## src/hw/rtl/orft_pkg.sv

```systemverilog
// ============================================================================
// OOK remote frame transmitter package
// Shared types and constants for the frame transmitter modules.
// ============================================================================
package orft_pkg;

    // Width of the register index on the configuration port.
    localparam int CFG_INDEX_BITS = 3;

    // Width of the repeat count register.
    localparam int REPEAT_BITS = 8;

    // Register indexes on the configuration port.
    localparam logic [CFG_INDEX_BITS-1:0] CFG_SHORT_TIME   = 3'd0;
    localparam logic [CFG_INDEX_BITS-1:0] CFG_LONG_TIME    = 3'd1;
    localparam logic [CFG_INDEX_BITS-1:0] CFG_START_TIME   = 3'd2;
    localparam logic [CFG_INDEX_BITS-1:0] CFG_REPEAT_COUNT = 3'd3;
    localparam logic [CFG_INDEX_BITS-1:0] CFG_INVERT       = 3'd4;

    // Register reset values.
    localparam int SHORT_TIME_RESET   = 90;
    localparam int LONG_TIME_RESET    = 210;
    localparam int START_TIME_RESET   = 500;
    localparam int REPEAT_COUNT_RESET = 70;

    // Input word command codes.
    localparam logic CMD_TICK = 1'b0;
    localparam logic CMD_SEND = 1'b1;

    // One result word.
    typedef struct packed {
        logic pin_level;
        logic busy_res;
        logic done_res;
    } result_t;

endpackage

```

## src/hw/rtl/orft_cfg_regs.sv

```systemverilog
// ============================================================================
// OOK remote frame transmitter configuration registers
// Holds the pulse durations, the repeat count and the level inversion flag.
// ============================================================================
module orft_cfg_regs #(
    parameter int TIME_BITS = 12
) (
    input  logic                                clk,
    input  logic                                rst_n,
    input  logic                                cfg_write,
    input  logic [orft_pkg::CFG_INDEX_BITS-1:0] cfg_index,
    input  logic [TIME_BITS-1:0]                cfg_data,
    output logic [TIME_BITS-1:0]                short_time,
    output logic [TIME_BITS-1:0]                long_time,
    output logic [TIME_BITS-1:0]                start_time,
    output logic [orft_pkg::REPEAT_BITS-1:0]    repeat_count,
    output logic                                invert
);

    logic [TIME_BITS-1:0]             short_time_reg;
    logic [TIME_BITS-1:0]             long_time_reg;
    logic [TIME_BITS-1:0]             start_time_reg;
    logic [orft_pkg::REPEAT_BITS-1:0] repeat_count_reg;
    logic                             invert_reg;

    // Register writes; indexes beyond the list are ignored.
    always_ff @(posedge clk or negedge rst_n)
    begin
        if (!rst_n)
        begin
            short_time_reg   <= TIME_BITS'(orft_pkg::SHORT_TIME_RESET);
            long_time_reg    <= TIME_BITS'(orft_pkg::LONG_TIME_RESET);
            start_time_reg   <= TIME_BITS'(orft_pkg::START_TIME_RESET);
            repeat_count_reg <= orft_pkg::REPEAT_BITS'(orft_pkg::REPEAT_COUNT_RESET);
            invert_reg       <= 1'b0;
        end
        else if (cfg_write)
        begin
            unique case (cfg_index)
                orft_pkg::CFG_SHORT_TIME:   short_time_reg   <= cfg_data;
                orft_pkg::CFG_LONG_TIME:    long_time_reg    <= cfg_data;
                orft_pkg::CFG_START_TIME:   start_time_reg   <= cfg_data;
                orft_pkg::CFG_REPEAT_COUNT:
                    repeat_count_reg <= cfg_data[orft_pkg::REPEAT_BITS-1:0];
                orft_pkg::CFG_INVERT:       invert_reg       <= cfg_data[0];
                default:
                begin
                end
            endcase
        end
    end

    assign short_time   = short_time_reg;
    assign long_time    = long_time_reg;
    assign start_time   = start_time_reg;
    assign repeat_count = repeat_count_reg;
    assign invert       = invert_reg;

endmodule

```

## src/hw/rtl/orft_seq_core.sv

```systemverilog
// ============================================================================
// OOK remote frame transmitter sequencer core
// Frame state registers and the single-pass next-state and level logic.
// ============================================================================
module orft_seq_core #(
    parameter int GROUP_BITS = 16,
    parameter int KEY_BITS   = 8,
    parameter int TIME_BITS  = 12
) (
    input  logic                             clk,
    input  logic                             rst_n,
    input  logic                             item_take,
    input  logic                             command,
    input  logic [GROUP_BITS-1:0]            group_code,
    input  logic [KEY_BITS-1:0]              key_code,
    input  logic [TIME_BITS-1:0]             short_time,
    input  logic [TIME_BITS-1:0]             long_time,
    input  logic [TIME_BITS-1:0]             start_time,
    input  logic [orft_pkg::REPEAT_BITS-1:0] repeat_count,
    input  logic                             invert,
    output orft_pkg::result_t                result
);

    localparam int CODE_BITS = GROUP_BITS + KEY_BITS;
    localparam int SYM_BITS  = $clog2(CODE_BITS + 1);
    localparam logic [SYM_BITS-1:0] LAST_SYM = SYM_BITS'(CODE_BITS);

    logic                             active_reg, active_next;
    logic [orft_pkg::REPEAT_BITS-1:0] frame_reg, frame_next;
    logic [SYM_BITS-1:0]              sym_reg, sym_next;
    logic                             half_reg, half_next;
    logic [TIME_BITS-1:0]             time_reg, time_next;
    logic [CODE_BITS-1:0]             word_reg, word_next;

    logic [TIME_BITS-1:0] short_dur;
    logic [TIME_BITS-1:0] long_dur;
    logic [TIME_BITS-1:0] start_dur;
    logic [TIME_BITS-1:0] time_dec;
    logic [CODE_BITS-1:0] word_rot;
    logic                 level_cur;

    // A zero duration counts as one tick.
    assign short_dur = (short_time == '0) ? TIME_BITS'(1) : short_time;
    assign long_dur  = (long_time == '0)  ? TIME_BITS'(1) : long_time;
    assign start_dur = (start_time == '0) ? TIME_BITS'(1) : start_time;

    // Timer after this tick, saturating at zero.
    assign time_dec = (time_reg != '0) ? time_reg - TIME_BITS'(1) : '0;

    // The code word rotates left after each data bit, so its MSB is always
    // the current bit and it is back in place at the end of each frame.
    assign word_rot = (sym_reg != '0) ? {word_reg[CODE_BITS-2:0], word_reg[CODE_BITS-1]}
                                      : word_reg;

    // Line level for the state held before this word.
    assign level_cur = active_reg ? (half_reg ? invert : ~invert) : ~invert;

    // Next state and result for one input word.
    always_comb
    begin
        active_next      = active_reg;
        frame_next       = frame_reg;
        sym_next         = sym_reg;
        half_next        = half_reg;
        time_next        = time_reg;
        word_next        = word_reg;
        result.pin_level = level_cur;
        result.busy_res  = active_reg;
        result.done_res  = 1'b0;

        if (command == orft_pkg::CMD_SEND)
        begin
            // A send starts a train only when idle; it takes no time.
            if (!active_reg)
            begin
                word_next   = {group_code, key_code};
                active_next = 1'b1;
                frame_next  = '0;
                sym_next    = '0;
                half_next   = 1'b0;
                time_next   = short_dur;
            end
            result.pin_level = active_reg ? level_cur : ~invert;
            result.busy_res  = 1'b1;
        end
        else if (active_reg)
        begin
            time_next = time_dec;
            if (time_dec == '0)
            begin
                if (!half_reg)
                begin
                    // Move to the inactive half of the symbol.
                    half_next = 1'b1;
                    if (sym_reg == '0)
                    begin
                        time_next = start_dur;
                    end
                    else
                    begin
                        time_next = word_reg[CODE_BITS-1] ? short_dur : long_dur;
                    end
                end
                else
                begin
                    // Move to the active half of the next symbol.
                    half_next = 1'b0;
                    word_next = word_rot;
                    if (sym_reg == LAST_SYM)
                    begin
                        sym_next = '0;
                        if (frame_reg >= repeat_count)
                        begin
                            active_next     = 1'b0;
                            frame_next      = '0;
                            time_next       = '0;
                            result.done_res = 1'b1;
                        end
                        else
                        begin
                            frame_next = frame_reg + orft_pkg::REPEAT_BITS'(1);
                            time_next  = short_dur;
                        end
                    end
                    else
                    begin
                        sym_next  = sym_reg + SYM_BITS'(1);
                        time_next = word_rot[CODE_BITS-1] ? long_dur : short_dur;
                    end
                end
            end
        end
    end

    // Control state.
    always_ff @(posedge clk or negedge rst_n)
    begin
        if (!rst_n)
        begin
            active_reg <= 1'b0;
            frame_reg  <= '0;
            sym_reg    <= '0;
            half_reg   <= 1'b0;
            time_reg   <= '0;
            word_reg   <= '0;
        end
        else if (item_take)
        begin
            active_reg <= active_next;
            frame_reg  <= frame_next;
            sym_reg    <= sym_next;
            half_reg   <= half_next;
            time_reg   <= time_next;
            word_reg   <= word_next;
        end
    end

endmodule

```

## src/hw/rtl/orft_out_buf.sv

```systemverilog
// ============================================================================
// OOK remote frame transmitter output buffer
// Two-entry result queue that decouples the output stall from the input side.
// ============================================================================
module orft_out_buf (
    input  logic              clk,
    input  logic              rst_n,
    input  logic              push,
    input  orft_pkg::result_t push_data,
    input  logic              out_stall,
    output logic              out_valid,
    output orft_pkg::result_t out_data,
    output logic              full
);

    orft_pkg::result_t entry_reg [2];
    logic              wr_ptr_reg;
    logic              rd_ptr_reg;
    logic [1:0]        count_reg, count_next;
    logic              pop;

    assign out_valid = (count_reg != 2'd0);
    assign full      = (count_reg == 2'd2);
    assign out_data  = entry_reg[rd_ptr_reg];
    assign pop       = out_valid && !out_stall;

    // Occupancy after this cycle's push and pop.
    always_comb
    begin
        count_next = count_reg;
        if (push && !pop)
        begin
            count_next = count_reg + 2'd1;
        end
        else if (!push && pop)
        begin
            count_next = count_reg - 2'd1;
        end
    end

    // Pointers and occupancy.
    always_ff @(posedge clk or negedge rst_n)
    begin
        if (!rst_n)
        begin
            wr_ptr_reg <= 1'b0;
            rd_ptr_reg <= 1'b0;
            count_reg  <= 2'd0;
        end
        else
        begin
            count_reg <= count_next;
            if (push)
            begin
                wr_ptr_reg <= ~wr_ptr_reg;
            end
            if (pop)
            begin
                rd_ptr_reg <= ~rd_ptr_reg;
            end
        end
    end

    // Result storage.
    always_ff @(posedge clk)
    begin
        if (push)
        begin
            entry_reg[wr_ptr_reg] <= push_data;
        end
    end

endmodule

```

## src/hw/rtl/ook_remote_frame_transmitter.sv

```systemverilog
// ============================================================================
// OOK remote frame transmitter
// Pulse-width encoder that sends a group and key code as repeated frames.
//
// Channel   Direction  Handshake           Word
// input     in         in_valid/in_stall   command, group_code, key_code
// output    out        out_valid/out_stall pin_level, busy_res, done_res
// config    in         cfg_write           cfg_index, cfg_data
//
// Each input word passes through the combinational sequencer core, so one word
// can be accepted on every clock while in_stall is low; the result is queued.
// The two-entry result queue sets in_stall only when both entries hold
// results still waiting behind out_stall.
// Reset clears the frame state, the queue and the registers to defaults.
// ============================================================================
module ook_remote_frame_transmitter #(
    parameter int GROUP_BITS = 16,
    parameter int KEY_BITS   = 8,
    parameter int TIME_BITS  = 12
) (
    input  logic                                clk,
    input  logic                                rst_n,
    input  logic                                in_valid,
    output logic                                in_stall,
    input  logic                                command,
    input  logic [GROUP_BITS-1:0]               group_code,
    input  logic [KEY_BITS-1:0]                 key_code,
    output logic                                out_valid,
    input  logic                                out_stall,
    output logic                                pin_level,
    output logic                                busy_res,
    output logic                                done_res,
    input  logic                                cfg_write,
    input  logic [orft_pkg::CFG_INDEX_BITS-1:0] cfg_index,
    input  logic [TIME_BITS-1:0]                cfg_data
);

    logic [TIME_BITS-1:0]             short_time;
    logic [TIME_BITS-1:0]             long_time;
    logic [TIME_BITS-1:0]             start_time;
    logic [orft_pkg::REPEAT_BITS-1:0] repeat_count;
    logic                             invert;
    logic                             item_take;
    logic                             buf_full;
    orft_pkg::result_t                core_result;
    orft_pkg::result_t                out_result;

    // An input word is taken whenever the result queue has room.
    assign in_stall  = buf_full;
    assign item_take = in_valid && !buf_full;

    // Configuration registers.
    orft_cfg_regs #(
        .TIME_BITS (TIME_BITS)
    ) u_cfg (
        .clk          (clk),
        .rst_n        (rst_n),
        .cfg_write    (cfg_write),
        .cfg_index    (cfg_index),
        .cfg_data     (cfg_data),
        .short_time   (short_time),
        .long_time    (long_time),
        .start_time   (start_time),
        .repeat_count (repeat_count),
        .invert       (invert)
    );

    // Frame sequencer.
    orft_seq_core #(
        .GROUP_BITS (GROUP_BITS),
        .KEY_BITS   (KEY_BITS),
        .TIME_BITS  (TIME_BITS)
    ) u_core (
        .clk          (clk),
        .rst_n        (rst_n),
        .item_take    (item_take),
        .command      (command),
        .group_code   (group_code),
        .key_code     (key_code),
        .short_time   (short_time),
        .long_time    (long_time),
        .start_time   (start_time),
        .repeat_count (repeat_count),
        .invert       (invert),
        .result       (core_result)
    );

    // Result queue.
    orft_out_buf u_buf (
        .clk       (clk),
        .rst_n     (rst_n),
        .push      (item_take),
        .push_data (core_result),
        .out_stall (out_stall),
        .out_valid (out_valid),
        .out_data  (out_result),
        .full      (buf_full)
    );

    assign pin_level = out_result.pin_level;
    assign busy_res  = out_result.busy_res;
    assign done_res  = out_result.done_res;

endmodule

```

## config.mk

```make
export PLATFORM = sky130hd
export DESIGN_NAME = ook_remote_frame_transmitter
export DESIGN_NICKNAME = d
export VERILOG_FILES = /design/src/hw/rtl/orft_pkg.sv /design/src/hw/rtl/orft_cfg_regs.sv /design/src/hw/rtl/orft_seq_core.sv /design/src/hw/rtl/orft_out_buf.sv /design/src/hw/rtl/ook_remote_frame_transmitter.sv
export SDC_FILE = /design/constraint.sdc
export NUM_CORES = 1
export LEC_CHECK = 0
export BUFFER_PORTS_ARGS = -buffer_cell sky130_fd_sc_hd__buf_2
export CAP_MARGIN = 15
export CELL_PAD_IN_SITES_DETAIL_PLACEMENT = 0
export CELL_PAD_IN_SITES_GLOBAL_PLACEMENT = 1
export CORE_AREA = 2 2 97 136
export DETAILED_ROUTE_END_ITERATION = 12
export DIE_AREA = 0 0 99 138
export PLACE_DENSITY_LB_ADDON = 0.1
export SLEW_MARGIN = 20
export SYNTH_ARGS = -nofsm -noshare
export SYNTH_HDL_FRONTEND = slang
export SYNTH_HIERARCHICAL = 1
export SYNTH_SLANG_ARGS = --single-unit
export TNS_END_PERCENT = 10
```

## constraint.sdc

```tcl
create_clock -name clk -period 5.9 [get_ports clk]
set_input_delay 0.295 -clock clk [delete_from_list [all_inputs] [get_ports clk]]
set_output_delay 0.295 -clock clk [all_outputs]
set_load 0.03 [all_outputs]
```

==> qor.json, run 1 <==
{
  "worst_setup_path": {
    "timing.critical_path.slowest_stage_cell": "sky130_fd_sc_hd__a31oi_1",
    "path_delay_family": "compound AO/OA/AOI/OAI gates",
    "timing.critical_path.cells": "inv_1, ha_1, nor3b_2, and4_1, a41o_1, o2111a_1, a31oi_1, or4b_1, nand2_1",
    "critPathBufInv": 1,
    "cpPeakStageDelay_ns": 0.78,
    "start_kind": "register",
    "worst_setup_path_end_kind": "register",
    "cp.arrival_ns": 3.46,
    "crit_type": "register to register",
    "worst_ep_required_time_ns": 6.18,
    "crit_path_max_fanout": 12
  },
  "clocking": {
    "tritoncts_buffers": 9,
    "clock_path_buffers": 2,
    "clock_insertion_delay_worst_skew_ns": 0.35,
    "number_of_sinks_handled_by_clock_tree_synthesis": 106,
    "htree_num_levels": 3,
    "cts_root_buffer": "sky130_fd_sc_hd__clkbuf_16",
    "cts_resized": 0,
    "tritoncts_clock_tree": "built",
    "clkSlewWorstSetupHoldPaths_ns": 0.07
  },
  "sta": {
    "fin_crit_sh": 0.538,
    "clock_skew_ns": 0.00676,
    "report.final.slew_viol_count": 0,
    "max_slew.worst_pin.slew_ns": 0.975,
    "totalNegativeSetupSlack_ns": 0,
    "max_frequency_mhz": 315,
    "layout_min_cycle_time_ns": 3.17,
    "worst_slew_margin_rel": 0.347,
    "final_count_of_negative_setup_slack_endpoints": 0,
    "final-hold-violation-count": 0,
    "grt_setup_unrepaired": "false"
  },
  "placed_design": {
    "postPlaceCellArea_sq_um": 6540,
    "detailed_place_hpwl_um": 11300,
    "finalWeightedCongestion": 0.911,
    "port_buffers": 49
  },
  "logic_synthesis": {
    "avgSynthCellArea_sq_um": 9.57,
    "number_of_flops_mapped_to_enable_cells_by_yosys": 6,
    "yosys_warnings": 6,
    "synth_largest_type_area_fraction": 0.334,
    "netlist-cell-type-count": 75,
    "ys_async_sr_fraction": 0.943,
    "ys.flop_type": "sky130_fd_sc_hd__dfrtp_1",
    "synth_area_leader_cell": "sky130_fd_sc_hd__dfrtp_1",
    "net_count_after_synthesis": 711,
    "synth.cell_area_sq_um": 6220,
    "synth_area_leaders": "sky130_fd_sc_hd__dfrtp_1 33%, sky130_fd_sc_hd__mux2_2 9.6%, sky130_fd_sc_hd__dfstp_2 7.2%",
    "synth.ff_latch_count": 106,
    "syn-instance-count": 650,
    "ys_seq_area_frac": 0.435
  },
  "die": {
    "die_x_um": 99,
    "initial_core_util": 0.495,
    "num_rows": 49,
    "placeableCoreArea_sq_um": 12600,
    "design.die.area_sq_um": 13700,
    "boundaryPins": 50,
    "die_h_um": 138
  },
  "final_layout": {
    "n_antenna_cell": 0,
    "largest_register_ffs": 24,
    "share_of_cells_above_drive_strength_1": 0.240,
    "multi_input_comb_area_sq_um": 3290,
    "area.growth.synth_to_final_pct": 9.70,
    "fillerInstances": 1168,
    "finalCoreUtilization": 0.543,
    "regArea_sq_um": 2700,
    "design.final.nets": 743,
    "layout.cell_area.non_filler_sq_um": 6820
  },
  "power_and_ir_drop": {
    "power_report.internal_total_mw": 1.58,
    "cellLeakagePower_nw": 2.91,
    "total_switching_power_mw": 0.918,
    "power.density_nw_per_um2": 367,
    "power.switching_fraction": 0.367,
    "irDropWorstVdd_uv": 154,
    "total_power_mw": 2.50,
    "clkPwrFrac": 0.228,
    "seqPwrFrac": 0.469,
    "combPwrFrac": 0.303
  },
  "grt": {
    "grt.overflow.total": 0,
    "pin_count_of_the_biggest_net_entering_global_routing": 59,
    "globalRouteTotalUtil": 0.237,
    "vias_in_the_first_global_route": 5138,
    "antenna_found_initial": 0,
    "grt_pass1_wl_um": 26300
  },
  "flow_run": {
    "max_cap_violations": 0
  },
  "detailed_routing": {
    "1st_iter_drt_viols": 270,
    "route.antenna.remaining_nets": 0,
    "wl_met3_um": 566,
    "via_count": 4994,
    "wirelength_um": 15800,
    "met2RoutedLength_um": 8360,
    "final_routed_wire_length_divided_by_cell_count_um": 18.8,
    "drt-vias-per-instance": 5.95,
    "routed.top_layer": "met4",
    "dr.pass1.iters": 4,
    "route.layer.met1.wl_um": 6540,
    "drc_errors": 0
  },
  "worst_hold_path": {
    "hold_class": "primary input to register"
  },
  "run_status": {
    "outcome": "completed"
  }
}
==> synth_stat cells (3+ instances only) <==
cell type and number:
sky130_fd_sc_hd__inv_1 19, sky130_fd_sc_hd__a31oi_1 9, sky130_fd_sc_hd__nand2_1 74, sky130_fd_sc_hd__o211ai_1 3
sky130_fd_sc_hd__buf_2 6, sky130_fd_sc_hd__a41o_1 3, sky130_fd_sc_hd__o21ai_0 54, sky130_fd_sc_hd__a21oi_1 44
sky130_fd_sc_hd__nor2b_1 4, sky130_fd_sc_hd__o22ai_1 5, sky130_fd_sc_hd__edfxtp_1 6, sky130_fd_sc_hd__nor2_1 77
sky130_fd_sc_hd__and3_1 7, sky130_fd_sc_hd__or3_1 6, sky130_fd_sc_hd__mux2i_1 21, sky130_fd_sc_hd__clkbuf_1 20
sky130_fd_sc_hd__buf_6 4, sky130_fd_sc_hd__nand3_1 14, sky130_fd_sc_hd__a211oi_1 9, sky130_fd_sc_hd__o32ai_1 3
sky130_fd_sc_hd__and2_1 3, sky130_fd_sc_hd__mux2_2 53, sky130_fd_sc_hd__nor4_1 9, sky130_fd_sc_hd__xor2_1 6
sky130_fd_sc_hd__o31ai_1 8, sky130_fd_sc_hd__nor3_1 6, sky130_fd_sc_hd__dfrtp_1 83, sky130_fd_sc_hd__xnor2_1 6
sky130_fd_sc_hd__ha_1 16, sky130_fd_sc_hd__dfstp_2 17
==> final timing paths <==
path                               startpoint                     to  slack (ns)  depth (start not counted)
max                        u_core/time_reg[0]      u_core/sym_reg[3]        2.73                          9
min                               cfg_data[9]     u_cfg/long_time[9]        0.21                          2
max reg2reg                u_core/time_reg[0]      u_core/sym_reg[3]        2.73                          9
min reg2reg                  u_buf/wr_ptr_reg       u_buf/wr_ptr_reg        0.49                          1
max in group asynchronous               rst_n     u_core/time_reg[5]        4.26                          3
min in group asynchronous               rst_n  u_cfg/repeat_count[4]        0.47                          2
==> power groups by stage <==
stage	Sequential (mW)	Clock [mW]	Combinational, mW
floorplan	1.09	0	0.617
global placement	1.18	0	0.732
detailed placement	1.18	0	0.754
CTS	1.17	0.587	0.758
global route	1.20	0.612	0.842
finish	1.17	0.570	0.758
==> per-stage QoR <==
stage / worst slack, ns / cells / hold WS, ns
floorplan: 3.45 / 650 / -0.000591
global placement: 2.60 / 823 / 0.316
detailed placement: 2.45 / 823 / 0.328
CTS: 2.71 / 840 / 0.197
global route: 2.44 / 840 / 0.216
finish: 2.73 / 840 / 0.209
==> what timing repair did <==
item / 4_1_cts / 5_1_grt
buffers inserted: 0 / 0
endpoints found under the hold margin: 35 / 0
hold buffers: 1 / 0
endpoints found under the setup margin: 0 / 0
==> cell usage in the layout (no fill, tap or decap), types with 14 or more instances in the layout <==
| cell type | synthesis | layout |
|---|---|---|
| sky130_fd_sc_hd__a21oi_1 | 44 | 43 |
| sky130_fd_sc_hd__buf_2 | 6 | 48 |
| sky130_fd_sc_hd__dfrtp_1 | 83 | 83 |
| sky130_fd_sc_hd__dfstp_2 | 17 | 17 |
| sky130_fd_sc_hd__ha_1 | 16 | 16 |
| sky130_fd_sc_hd__inv_1 | 19 | 19 |
| sky130_fd_sc_hd__mux2_2 | 53 | 53 |
| sky130_fd_sc_hd__mux2i_1 | 21 | 21 |
| sky130_fd_sc_hd__nand2_1 | 74 | 74 |
| sky130_fd_sc_hd__nand3_1 | 14 | 14 |
| sky130_fd_sc_hd__nor2_1 | 77 | 77 |
| sky130_fd_sc_hd__o21ai_0 | 54 | 54 |
==> area by class of cell <==
class,instances,share of cell area
clock buffer,9,0.0330
inverter,19,0.0105
sequential,106,0.396
timing repair buffer,54,0.0422
tap,153,0.0281
multi-input combinational,492,0.482
clock inverter,7,0.00770
==> kinds of logic after synthesis <==
group | Yosys count | share of synthesized area
mux | 75 | 0.133
compound gates | 154 | 0.148
fa+ha+maj | 16 | 0.0322
xor+xnor | 12 | 0.0169
flops | 106 | 0.435
simple gates | 235 | 0.196
buf+inv | 52 | 0.0382
==> routing by layer <==
| metal | vias up | global-route usage |
|---|---|---|
| li1 | 2399 | - |
| met1 | 2441 | 0.292 |
| met2 | 127 | 0.419 |
| met3 | 27 | 0.0339 |
| met4 | 0 | 0.0858 |
| met5 | - | 0 |
==> worst reg2reg max path: cells and delay by family, from the launching register on <==
kind	cells	cell delay, ns
buffers and inverters	1	0.12
adders and majority gates	1	0.21
AOI/OAI and AO/OA	3	1.24
DFF	1	0.46
and+or+nand+nor	4	1.08
(Power assumes the default switching activity.)
==> run 2, diff against run 1 <==
--- a/config.mk
+++ b/config.mk
@@ -9,9 +9,9 @@
 export CAP_MARGIN = 15
 export CELL_PAD_IN_SITES_DETAIL_PLACEMENT = 0
 export CELL_PAD_IN_SITES_GLOBAL_PLACEMENT = 1
-export CORE_AREA = 2 2 97 136
+export CORE_AREA = 2 2 101 142
 export DETAILED_ROUTE_END_ITERATION = 12
-export DIE_AREA = 0 0 99 138
+export DIE_AREA = 0 0 103 144
 export PLACE_DENSITY_LB_ADDON = 0.1
 export SLEW_MARGIN = 20
 export SYNTH_ARGS = -nofsm -noshare
==> constraint.sdc (replaced) <==
create_clock -name clk -period 3 [get_ports clk]
set_input_delay 0.15 -clock clk [delete_from_list [all_inputs] [get_ports clk]]
set_output_delay 0.15 -clock clk [all_outputs]
set_load 0.03 [all_outputs]
==> qor.json, run 2 (synthesized netlist as in run 1, its figures left out) <==
{
  "die": {
    "design.die.area": {"value": 14800, "unit": "sq um", "change": "+8.6%"},
    "placeableCoreArea": {"value": 13700, "unit": "sq um", "change": "+8.7%"},
    "die_x": {"value": 103, "unit": "um", "change": "+4.0%"},
    "num_rows": {"value": 51, "change": "+4.1%"},
    "initial_core_util": {"value": 0.455, "change": "-0.0394"},
    "boundaryPins": {"value": 50, "change": "unchanged"},
    "die_h": {"value": 144, "unit": "um", "change": "+4.3%"}
  },
  "run_status": {
    "outcome": "completed"
  },
  "sta": {
    "totalNegativeSetupSlack": {"value": 0, "unit": "ns", "change": "unchanged"},
    "fin_crit_sh": {"value": 0.917, "change": "+0.379"},
    "final_count_of_negative_setup_slack_endpoints": {"value": 0, "change": "unchanged"},
    "report.final.slew_viol_count": {"value": 0, "change": "unchanged"},
    "layout_min_cycle_time": {"value": 2.75, "unit": "ns", "change": "-0.422 ns"},
    "worst_slew_margin_rel": {"value": 0.340, "change": "-0.00661"},
    "max_slew.worst_pin.slew": {"value": 0.985, "unit": "ns", "change": "+0.00987 ns"},
    "worst_slack": {"value": 0.248, "unit": "ns", "change": "-2.48 ns"},
    "max_frequency": {"value": 363, "unit": "MHz", "change": "+15%"},
    "final-hold-violation-count": {"value": 0, "change": "unchanged"},
    "grt_setup_unrepaired": "false",
    "clock_skew": {"value": 0.00928, "unit": "ns", "change": "+0.00252 ns"}
  },
  "worst_setup_path": {
    "worst_setup_path_end_kind": "register",
    "crit_type": "register to register",
    "crit_path_max_fanout": {"value": 6, "change": "-6"},
    "start_kind": "register",
    "cp.arrival": {"value": 3.01, "unit": "ns", "change": "-0.45 ns"},
    "cpPeakStageDelay": {"value": 0.54, "unit": "ns", "change": "-0.24 ns"},
    "worst_ep_required_time": {"value": 3.26, "unit": "ns", "change": "-2.92 ns"},
    "timing.critical_path.slowest_stage_cell": "sky130_fd_sc_hd__or4_1",
    "timing.critical_path.cells": "inv_1, ha_1, nor3b_2, a21oi_1, mux2i_1, o2111a_1, a31oi_1, or4_1, o211ai_1"
  },
  "final_layout": {
    "n_antenna_cell": {"value": 0, "change": "unchanged"},
    "multi_input_comb_area": {"value": 3290, "unit": "sq um", "change": "-0.11%"},
    "largest_register_ffs": {"value": 24, "change": "unchanged"},
    "regArea": {"value": 2700, "unit": "sq um", "change": "unchanged"},
    "area.growth.synth_to_final_pct": 12.1,
    "share_of_cells_above_drive_strength_1": {"value": 0.251, "change": "+0.0105"},
    "mostFrequentLayoutCells": "83 x sky130_fd_sc_hd__dfrtp_1, 77 x sky130_fd_sc_hd__nor2_1, 74 x sky130_fd_sc_hd__nand2_1",
    "design.final.nets": {"value": 754, "change": "+1.5%"},
    "layout.cell_area.non_filler": {"value": 6970, "unit": "sq um", "change": "+2.2%"},
    "fillerInstances": {"value": 1354, "change": "+16%"},
    "finalCoreUtilization": {"value": 0.510, "change": "-0.0324"},
    "layout.cells.most_common": "sky130_fd_sc_hd__dfrtp_1"
  },
  "placed_design": {
    "finalWeightedCongestion": {"value": 0.931, "change": "+2.2%"},
    "worst_slack_after_detailed_placement": {"value": 0.241, "unit": "ns", "change": "-2.21 ns"},
    "postPlaceCellArea": {"value": 6670, "unit": "sq um", "change": "+2.0%"},
    "detailed_place_hpwl": {"value": 11700, "unit": "um", "change": "+3.3%"},
    "port_buffers": {"value": 49, "change": "unchanged"}
  },
  "grt": {
    "grt.overflow.total": {"value": 0, "change": "unchanged"},
    "vias_in_the_first_global_route": {"value": 5163, "change": "+0.49%"},
    "pin_count_of_the_biggest_net_entering_global_routing": {"value": 59, "change": "unchanged"},
    "globalRouteTotalUtil": {"value": 0.231, "change": "-0.00605"},
    "antenna_found_initial": {"value": 0, "change": "unchanged"},
    "grt_pass1_wl": {"value": 26600, "unit": "um", "change": "+1.1%"}
  },
  "detailed_routing": {
    "dr.pass1.iters": {"value": 4, "change": "unchanged"},
    "route.antenna.remaining_nets": {"value": 0, "change": "unchanged"},
    "drt-vias-per-instance": {"value": 5.65, "change": "-4.9%"},
    "final_routed_wire_length_divided_by_cell_count": {"value": 18.2, "unit": "um", "change": "-3.6%"},
    "1st_iter_drt_viols": {"value": 308, "change": "+14%"},
    "drc_errors": {"value": 0, "change": "unchanged"},
    "via_count": {"value": 4990, "change": "-0.080%"},
    "wirelength": {"value": 16000, "unit": "um", "change": "+1.4%"}
  },
  "power_and_ir_drop": {
    "cellLeakagePower": {"value": 2.98, "unit": "nW", "change": "+2.4%"},
    "total_switching_power": {"value": 1.81, "unit": "mW", "change": "+97%"},
    "seqPwrFrac": {"value": 0.453, "change": "-0.016"},
    "irDropWorstVdd": {"value": 354, "unit": "uV", "change": "+130%"},
    "power.density": {"value": 716, "unit": "nW/um^2", "change": "+95%"},
    "combPwrFrac": {"value": 0.312, "change": "+0.009"},
    "power.switching_fraction": {"value": 0.363, "change": "-0.00367"},
    "clkPwrFrac": {"value": 0.236, "change": "+0.008"},
    "power_report.internal_total": {"value": 3.18, "unit": "mW", "change": "+100%"}
  },
  "clocking": {
    "cts_root_buffer": "sky130_fd_sc_hd__clkbuf_16",
    "clock_insertion_delay_worst_skew": {"value": 0.35, "unit": "ns", "change": "about the same"},
    "tritoncts_clock_tree": "built",
    "clkSlewWorstSetupHoldPaths": {"value": 0.07, "unit": "ns", "change": "about the same"},
    "number_of_sinks_handled_by_clock_tree_synthesis": {"value": 106, "change": "unchanged"},
    "clock_path_buffers": {"value": 2, "change": "unchanged"},
    "htree_num_levels": {"value": 3, "change": "unchanged"},
    "tritoncts_buffers": {"value": 9, "change": "unchanged"}
  },
  "worst_hold_path": {
    "hold_class": "primary input to register"
  },
  "flow_run": {
    "max_cap_violations": {"value": 0, "change": "unchanged"}
  }
}
## run 2: worst paths after layout
path,depth (start not counted),slack (ns),end,startpoint
hold reg to reg,1,0.48,u_buf/wr_ptr_reg,u_buf/wr_ptr_reg
setup reg to reg,9,0.25,u_core/frame_reg[7],u_core/time_reg[0]
max in group asynchronous,3,1.80,u_cfg/long_time[7],rst_n
min in group asynchronous,2,0.43,u_cfg/repeat_count[4],rst_n
setup / recovery,9,0.25,u_core/frame_reg[7],u_core/time_reg[0]
hold / removal,2,0.05,u_cfg/short_time[10],cfg_data[10]
## run 2: worst max-delay path, delay by kind of cell, from the launching register on
kind	cells	cell delay, ns
compound gates	4	0.78
flops	1	0.44
mux	1	0.29
buf+inv	1	0.13
fa+ha+maj	1	0.15
simple gates	2	0.88
## run 2: power groups by stage
stage / logic [mW] / clock network [mW] / registers [mW]
after floorplan: 1.21 / 0 / 2.14
after global placement: 1.52 / 0 / 2.28
after detailed placement: 1.56 / 0 / 2.28
after CTS: 1.56 / 1.22 / 2.26
after global routing: 1.73 / 1.27 / 2.32
final: 1.56 / 1.18 / 2.26
## run 2: timing repair
item                                   CTS  global route
gates resized for setup                  0             0
setup buffers                            0             0
endpoints found under the hold margin   44             0
hold buffers                             1             0
## run 2: through the flow
step | std cells | hold WS (ns) | total power, mW
floorplan | 650 | -0.146 | 3.36
global placement | 866 | 0.273 | 3.80
global route | 883 | 0.0448 | 5.33
detailed placement | 866 | 0.291 | 3.84
CTS | 883 | 0.0438 | 5.04
finish | 883 | 0.0550 | 4.99
## run 2: final cells by class
class / instances / area share
Clock inverter: 6 / 0.00790
Clock buffer: 10 / 0.0343
Inverter: 19 / 0.0102
Multi-Input combinational cell: 492 / 0.472
Tap cell: 185 / 0.0332
Timing Repair Buffer: 65 / 0.0549
Sequential cell: 106 / 0.388
## run 2: routing by layer
| metal | track usage | routed length (um) | share of wire | up-vias |
|---|---|---|---|---|
| met2 | 0.422 | 8620 | 0.54 | 98 |
| met1 | 0.275 | 6570 | 0.41 | 2444 |
| li1 | - | - | - | 2426 |
| met3 | 0.0280 | 480 | 0.030 | 22 |
| met4 | 0.0824 | 375 | 0.023 | 0 |
| met5 | 0 | 0 | 0 | - |
